`src/sv/fsbd_pkg.sv`:
```
// ----------------------------------------------------------------------------
// fsbd_pkg
// Shared types and constants for the stop-bit field decoder.
// ----------------------------------------------------------------------------
`default_nettype none

package fsbd_pkg;

  // request kinds
  localparam logic [1:0] REQ_MAP   = 2'd0;
  localparam logic [1:0] REQ_BEGIN = 2'd1;
  localparam logic [1:0] REQ_DATA  = 2'd2;

  // field operators
  localparam logic [1:0] OP_NONE = 2'd0;
  localparam logic [1:0] OP_COPY = 2'd1;
  localparam logic [1:0] OP_INCR = 2'd2;

  // result status codes
  localparam logic [1:0] STAT_OK         = 2'd0;
  localparam logic [1:0] STAT_INVALID    = 2'd1;
  localparam logic [1:0] STAT_INCOMPLETE = 2'd2;
  localparam logic [1:0] STAT_HEADER     = 2'd3;

  localparam int        PRESENCE_W = 35;
  localparam int        TEXT_CAP   = 16;
  localparam int        TEXT_IDX_W = 4;
  localparam int        STOP_POS   = 7;
  localparam logic [6:0] GROUP_MASK = 7'h7f;
  localparam logic [4:0] CHAR_SAT   = 5'd31;

  typedef struct packed {
    logic [1:0] req_type;
    logic [7:0] data_byte;
    logic       start_of_message;
    logic [4:0] field_slot;
    logic       field_is_text;
    logic [1:0] field_operator;
    logic       last_byte;
  } item_t;

  // controller to datapath
  typedef struct packed {
    logic load;
    logic commit;
    logic emit;
  } ctrl_cmd_t;

  // datapath to controller
  typedef struct packed {
    logic has_result;
    logic replay;
    logic out_free;
    logic last_char;
  } ctrl_sts_t;

endpackage

`default_nettype wire

```
`src/sv/fsbd_ctrl.sv`:
```
// ----------------------------------------------------------------------------
// fsbd_ctrl
// Sequencer: accept an item, execute it, then replay stored text if needed.
// ----------------------------------------------------------------------------
`default_nettype none

module fsbd_ctrl (
  input  wire logic                clk,
  input  wire logic                rst,
  input  wire logic                in_valid,
  output logic                     in_ready,
  input  wire fsbd_pkg::ctrl_sts_t sts,
  output fsbd_pkg::ctrl_cmd_t      cmd
);
  import fsbd_pkg::*;

  localparam logic [1:0] S_IDLE   = 2'd0;
  localparam logic [1:0] S_EXEC   = 2'd1;
  localparam logic [1:0] S_REPLAY = 2'd2;

  logic [1:0] state;
  logic [1:0] state_next;

  always_comb begin
    state_next = state;
    in_ready   = 1'b0;
    cmd        = '0;
    unique case (state)
      S_IDLE: begin
        in_ready = 1'b1;
        if (in_valid) begin
          cmd.load   = 1'b1;
          state_next = S_EXEC;
        end
      end
      S_EXEC: begin
        // hold until the output register can take the result
        if (!sts.has_result || sts.out_free) begin
          cmd.commit = 1'b1;
          state_next = sts.replay ? S_REPLAY : S_IDLE;
        end
      end
      S_REPLAY: begin
        if (sts.out_free) begin
          cmd.emit = 1'b1;
          if (sts.last_char) begin
            state_next = S_IDLE;
          end
        end
      end
      default: begin
        state_next = S_IDLE;
      end
    endcase
  end

  always_ff @(posedge clk) begin
    if (rst) begin
      state <= S_IDLE;
    end else begin
      state <= state_next;
    end
  end

endmodule

`default_nettype wire

```
`config.mk`:
```
export PLATFORM = sky130hd
export DESIGN_NAME = fsbd_ctrl
export DESIGN_NICKNAME = d
export VERILOG_FILES = /design/src/sv/fsbd_pkg.sv /design/src/sv/fsbd_ctrl.sv
export SDC_FILE = /design/constraint.sdc
export NUM_CORES = 1
export LEC_CHECK = 0
export BUFFER_PORTS_ARGS = -buffer_cell sky130_fd_sc_hd__buf_4
export CAP_MARGIN = 20
export CORE_AREA = 2 2 39 41
export DETAILED_ROUTE_END_ITERATION = 7
export DIE_AREA = 0 0 41 43
export HOLD_SLACK_MARGIN = 0.06
export MAX_ROUTING_LAYER = met4
export SLEW_MARGIN = 10
export SYNTH_ARGS = -nofsm -noshare
export SYNTH_HDL_FRONTEND = slang
export SYNTH_SLANG_ARGS = --single-unit
```
`constraint.sdc`:
```
create_clock -name clk -period 1 [get_ports clk]
set_clock_uncertainty 0.1 [all_clocks]
set_input_delay 0 -clock clk [delete_from_list [all_inputs] [get_ports clk]]
set_output_delay 0 -clock clk [all_outputs]
set_load 0.01 [all_outputs]
```
==> results.sh, run 1 <==
export IMPL_outcome="finished with violations"
export IMPL_violations="negative setup slack"
export IMPL_largest_register="state"
export IMPL_synth_top_area_share_pct=34.8
export IMPL_hold_end="state[0]"
export IMPL_netlist_top_cells_area="dfxtp_1, nand4bb_1, mux2i_1"
export IMPL_synth_area_sq_um=115
export IMPL_slew_headroom_pct=85.2
export IMPL_antenna_left=0
export IMPL_required_ps=900
export IMPL_top_regs="state (2)"
export IMPL_path_clk_slew_ps=30
export IMPL_grt_pass1_vias=152
export IMPL_synth_warnings=0
export IMPL_place_ws_ps=122
export IMPL_dieArea_sq_mm=0.00176
export IMPL_cap_violations=0
export IMPL_cts_buffers=3
export IMPL_min_period_ps=1010
export IMPL_ys_seq_area_share_pct=34.8
export IMPL_met2_usage_pct=7.81
export IMPL_clockBufferDepth=2
export IMPL_io_pins=11
export IMPL_holdPathStages=4
export IMPL_initial_utilization_pct=8.32
export IMPL_r2r_start="state[0]"
export IMPL_syn_num_nets=20
export IMPL_drv_slew=0
export IMPL_power_density_mw_per_mm2=1150
export IMPL_place_gp_congestion=0.534
export IMPL_critical_path_endpoint_type="output port"
export IMPL_core_sq_mm=0.00138
export IMPL_dpl_cell_area_sq_um=210
export IMPL_vias=177
export IMPL_use_met1_pct=3.82
export IMPL_row_count=14
export IMPL_syn_avg_cell_area_sq_um=8.85
export IMPL_vias_per_cell=3.69
export IMPL_cp_arrival_ps=910
export IMPL_grt_max_degree=7
export IMPL_crit_slowest_cell="dfxtp_4"
export IMPL_drt_pass1_iterations=2
export IMPL_max_freq_ghz=0.989
export IMPL_clock_sinks=2
export IMPL_ir_drop_mv=0.212
export IMPL_setup_slack_ps=-11.3
export IMPL_dr_first_iter_drc_count=1
export IMPL_antenna_found_initial=0
export IMPL_path_cells="nor2_4 -> and2_4 -> buf_6"
export IMPL_track_usage_pct=5.64
export IMPL_grt_pass1_wl_um=552
export IMPL_r2r_end="state[0]"
export IMPL_hold_viol_final=0
export IMPL_rrSetupSlack_ps=90
export IMPL_cpPeakStageDelay_ps=350
export IMPL_crit_type="reg -> out"
export IMPL_leakage_nw=0.141
export IMPL_synth_edf_count=0
export IMPL_syn2layout_area_growth_pct=178
export IMPL_cp_buffers_inverters=1
export IMPL_grt_ovfl_total=0
export IMPL_routed_wl_um=462
export IMPL_numPortBuffers=10
export IMPL_grt_use_met3_pct=1.57
export IMPL_fp_dieW_um=41
export IMPL_antennaDiodeCount=0
export IMPL_routedWlPerCell_um=9.63
export IMPL_ys_ff_latch=2
export IMPL_reg2reg_depth=3
export IMPL_netlist_top_cell_by_area="dfxtp_1"
export IMPL_stdcell_count=48
export IMPL_synth_most_common_cell="dfxtp_1"
export IMPL_setup_viol=1
export IMPL_largest_reg_flops=2
export IMPL_busiest_layer="met4"
export IMPL_die_y_um=43
export IMPL_final_nets=41
export IMPL_crit_fanout=6
export IMPL_clk_latency_ps=230
export IMPL_rsz0062_at_grt="yes"
export IMPL_fillers=162
export IMPL_cts_root_buffer="clkbuf_4"
export IMPL_synth_cell_types=12
export IMPL_cts_tree="yes"
export IMPL_finalCritPeriodShare_pct=101
export IMPL_ys_flop_type="dfxtp_1"
export IMPL_holdCritStartpoint="sts[1]"
export IMPL_syn_inst=13
export IMPL_async_reset_ff_share_pct=0
export IMPL_final_layout_size_suffix_gt1_share_pct=59.4
export IMPL_final_cell_area_sq_um=320
export IMPL_fin_setup_tns_ps=-11.3
export IMPL_drc_errors=0
export IMPL_crit_path_start_kind="flop"
export IMPL_h_tree_depth=1
export IMPL_cp_top_family="flip-flops"
export IMPL_dp_cells=39
export IMPL_min_path_type="in -> reg"
export IMPL_worst_pin_slew_ps=221
-- worst min-delay path, cell delays in order --
cell     delay, ps
buf_4           90
nor2b_1         60
mux2i_1        130
nor3_1          50
-- repair_timing --
item	4_1_cts	5_1_grt
pin swaps	3	1
setup endpoints to repair	3	3
endpoints found under the hold margin	2	1
hold buffers	4	1
setup buffers	0	1
gates resized for setup	10	0
-- cells by family (layout without fill, tap and decap cells) --
| family | count (synthesis) | count (layout) | synth area share (%) |
|---|---|---|---|
| simple gates | 9 | 9 | 52.2 |
| compound gates | 1 | 1 | 4.34 |
| flops | 2 | 2 | 34.8 |
| buf+inv | 0 | 19 | 0 |
| mux | 1 | 1 | 8.70 |
-- how the worst max path moves through the flow --
| stage | start | endpoint | slack (ps) | cells past startpoint |
|---|---|---|---|---|
| 5_1_grt | state[0] | cmd[2] | -60 | 3 |
| 4_1_cts | state[1] | cmd[2] | -30 | 3 |
| 3_5_place_dp | state[0] | cmd[1] | 120 | 2 |
| 6_report | state[0] | cmd[2] | -10 | 3 |
| 3_3_place_gp | state[0] | cmd[2] | 150 | 3 |
| 2_1_floorplan | state[0] | cmd[2] | 160 | 2 |
-- through the flow --
step	hold WS, ps	utilization (%)	power, mW
final	49.6	23.1	0.367
after global placement	75.5	15.2	0.154
after CTS	-34.3	21.9	0.369
after detailed placement	74.3	15.2	0.155
after floorplan	-30.9	-	0.116
after global routing	83.6	23.1	0.393
-- cells in the final DEF, fill, tap and decap left out --
master,count
nor3b_2,1
and2_4,1
buf_6,2
clkbuf_4,3
nor3_1,1
dlygate4sd3_1,5
and3b_1,1
a21oi_1,1
nor2b_1,1
nand3b_1,1
buf_4,9
dfxtp_4,2
mux2i_1,1
nor2_4,1
nand4bb_1,1
nand2_1,1
-- report_power, final --
| group | internal [mW] | total [mW] | switching (mW) |
|---|---|---|---|
| sequential | 0.0831 | 0.0915 | 0.00836 |
| combinational | 0.0647 | 0.0941 | 0.0294 |
| clock | 0.133 | 0.182 | 0.0492 |
-- cell type report --
type | instances | area [sq um] | area share, %
sequential | 2 | 47.5 | 14.8
tap | 16 | 20.0 | 6.25
multi-input combinational | 11 | 90.1 | 28.1
clock buffer | 3 | 22.5 | 7.03
timing repair buffer | 16 | 140 | 43.7
-- metal layers --
metal / part of all wire, % / up-vias
met3: 3.9 / 2
met5: 0 / -
li1: - / 87
met4: 2.6 / 0
met2: 59 / 6
met1: 34 / 82
(Power assumes the default switching activity.)
==> run 2, diff against run 1 <==
--- a/config.mk
+++ b/config.mk
@@ -7,11 +7,14 @@
 export LEC_CHECK = 0
 export BUFFER_PORTS_ARGS = -buffer_cell sky130_fd_sc_hd__buf_4
 export CAP_MARGIN = 20
+export CELL_PAD_IN_SITES_DETAIL_PLACEMENT = 0
+export CELL_PAD_IN_SITES_GLOBAL_PLACEMENT = 1
 export CORE_AREA = 2 2 39 41
 export DETAILED_ROUTE_END_ITERATION = 7
 export DIE_AREA = 0 0 41 43
 export HOLD_SLACK_MARGIN = 0.06
 export MAX_ROUTING_LAYER = met4
+export PLACE_DENSITY_LB_ADDON = 0.1
 export SLEW_MARGIN = 10
 export SYNTH_ARGS = -nofsm -noshare
 export SYNTH_HDL_FRONTEND = slang
==> results.sh, run 2 (synthesized netlist as in run 1, its figures left out) <==
export IMPL_outcome="finished with violations"
export IMPL_violations="negative hold slack, negative setup slack"
export IMPL_setup_slack_ps=-10.1
export IMPL_ctsHoldBuffers=4
export IMPL_cts_buffers=3
export IMPL_min_path_type="in -> reg"
export IMPL_cp_top_family="flip-flops"
export IMPL_fp_dieW_um=41
export IMPL_cp_arrival_ps=910
export IMPL_vias_per_cell=3.38
export IMPL_routedWlPerCell_um=8.98
export IMPL_min_period_ps=1010
export IMPL_final_layout_size_suffix_gt1_share_pct=61.3
export IMPL_clock_sinks=2
export IMPL_max_freq_ghz=0.990
export IMPL_cts_tree="yes"
export IMPL_path_clk_slew_ps=30
export IMPL_io_pins=11
export IMPL_final_cell_mix="buf_4, dlygate4sd3_1, clkbuf_4"
export IMPL_cts_root_buffer="clkbuf_4"
export IMPL_ir_drop_mv=0.430
export IMPL_routed_wl_um=422
export IMPL_worst_pin_slew_ps=237
export IMPL_track_usage_pct=6.77
export IMPL_drc_errors=0
export IMPL_crit_slowest_cell="dfxtp_4"
export IMPL_cap_violations=0
export IMPL_grt_pass1_wl_um=731
export IMPL_power_density_mw_per_mm2=1150
export IMPL_antenna_found_initial=0
export IMPL_largest_reg_flops=2
export IMPL_initial_utilization_pct=8.32
export IMPL_numPortBuffers=10
export IMPL_fillers=152
export IMPL_hold_viol_final=1
export IMPL_leakage_nw=0.138
export IMPL_clockBufferDepth=2
export IMPL_grt_ovfl_total=0
export IMPL_vias=159
export IMPL_antenna_left=0
export IMPL_row_count=14
export IMPL_antennaDiodeCount=0
export IMPL_whs_ps=-5.66
export IMPL_place_gp_congestion=0.597
export IMPL_die_y_um=43
export IMPL_rsz0062_at_grt="yes"
export IMPL_fin_setup_tns_ps=-15.1
export IMPL_required_ps=900
export IMPL_path_cells="nor2_4 -> and2_4 -> buf_6"
export IMPL_cpPeakStageDelay_ps=350
export IMPL_crit_path_start_kind="flop"
export IMPL_drt_pass1_iterations=2
export IMPL_finalCritPeriodShare_pct=101
export IMPL_core_sq_mm=0.00138
export IMPL_dieArea_sq_mm=0.00176
export IMPL_dr_first_iter_drc_count=1
export IMPL_layout_commonest_cell="buf_4"
export IMPL_cp_buffers_inverters=1
export IMPL_grt_max_degree=7
export IMPL_setup_viol=2
export IMPL_largest_register="state"
export IMPL_h_tree_depth=1
export IMPL_grt_pass1_vias=180
export IMPL_critical_path_endpoint_type="output port"
export IMPL_top_regs="state (2)"
export IMPL_final_nets=40
export IMPL_syn2layout_area_growth_pct=170
export IMPL_crit_type="reg -> out"
export IMPL_drv_slew=0
export IMPL_clk_latency_ps=220
export IMPL_slew_headroom_pct=84.2
export IMPL_crit_fanout=5
[run 2: changes by cell type in the layout (fill, tap and decap cells not counted)]
cell           change
dlygate4sd3_1      -1
[run 2: worst paths after layout]
path / start / to / slack [ps] / depth (start not counted)
max: state[1] / cmd[2] / -10 / 3
min: sts[1] / state[1] / -6 / 4
max reg2reg: state[1] / state[1] / 120 / 3
min reg2reg: state[0] / state[1] / 460 / 2
[run 2: what timing repair did]
item,4_1_cts,5_1_grt
hold endpoints to repair,2,1
buffers inserted,1,0
resized for setup,10,0
pin swaps,1,2
endpoints found under the setup margin,3,3
[run 2: where the power goes]
group,total (mW),internal (mW),switching [mW]
clock,0.179,0.132,0.0461
combinational,0.0865,0.0598,0.0267
sequential,0.0915,0.0831,0.00836
[run 2: cell type report]
type | instances | area (sq um) | area share [%]
timing repair buffer | 15 | 130 | 41.9
multi-input combinational | 11 | 90.1 | 29.0
sequential | 2 | 47.5 | 15.3
clock buffer | 3 | 22.5 | 7.26
tap | 16 | 20.0 | 6.45
[run 2: metrics by stage]
stage / total power [mW] / std cells / utilization, % / setup WS [ps] / area [sq um]
4_1_cts: 0.375 / 47 / 22.4 / -24.0 / 310
5_1_grt: 0.392 / 47 / 22.4 / -50.9 / 310
3_5_place_dp: 0.156 / 39 / 15.2 / 117 / 210
3_3_place_gp: 0.157 / 39 / 15.2 / 118 / 210
6_report: 0.357 / 47 / 22.4 / -10.1 / 310
2_1_floorplan: 0.116 / 13 / - / 162 / 115
[run 2: worst register-to-register path, delay by kind of cell, from the launching register on]
family                 cells  cell delay, ps
buffers and inverters      1             110
DFF                        1             370
AOI/OAI and AO/OA          1             150
and+or+nand+nor            1              70
[run 2: metal layers]
metal	global-route usage, %	vias up	share of wire, %
li1	-	84	-
met1	7.01	68	51
met2	8.13	7	43
met3	3.14	0	5.5
met4	8.00	0	0
met5	-	-	0
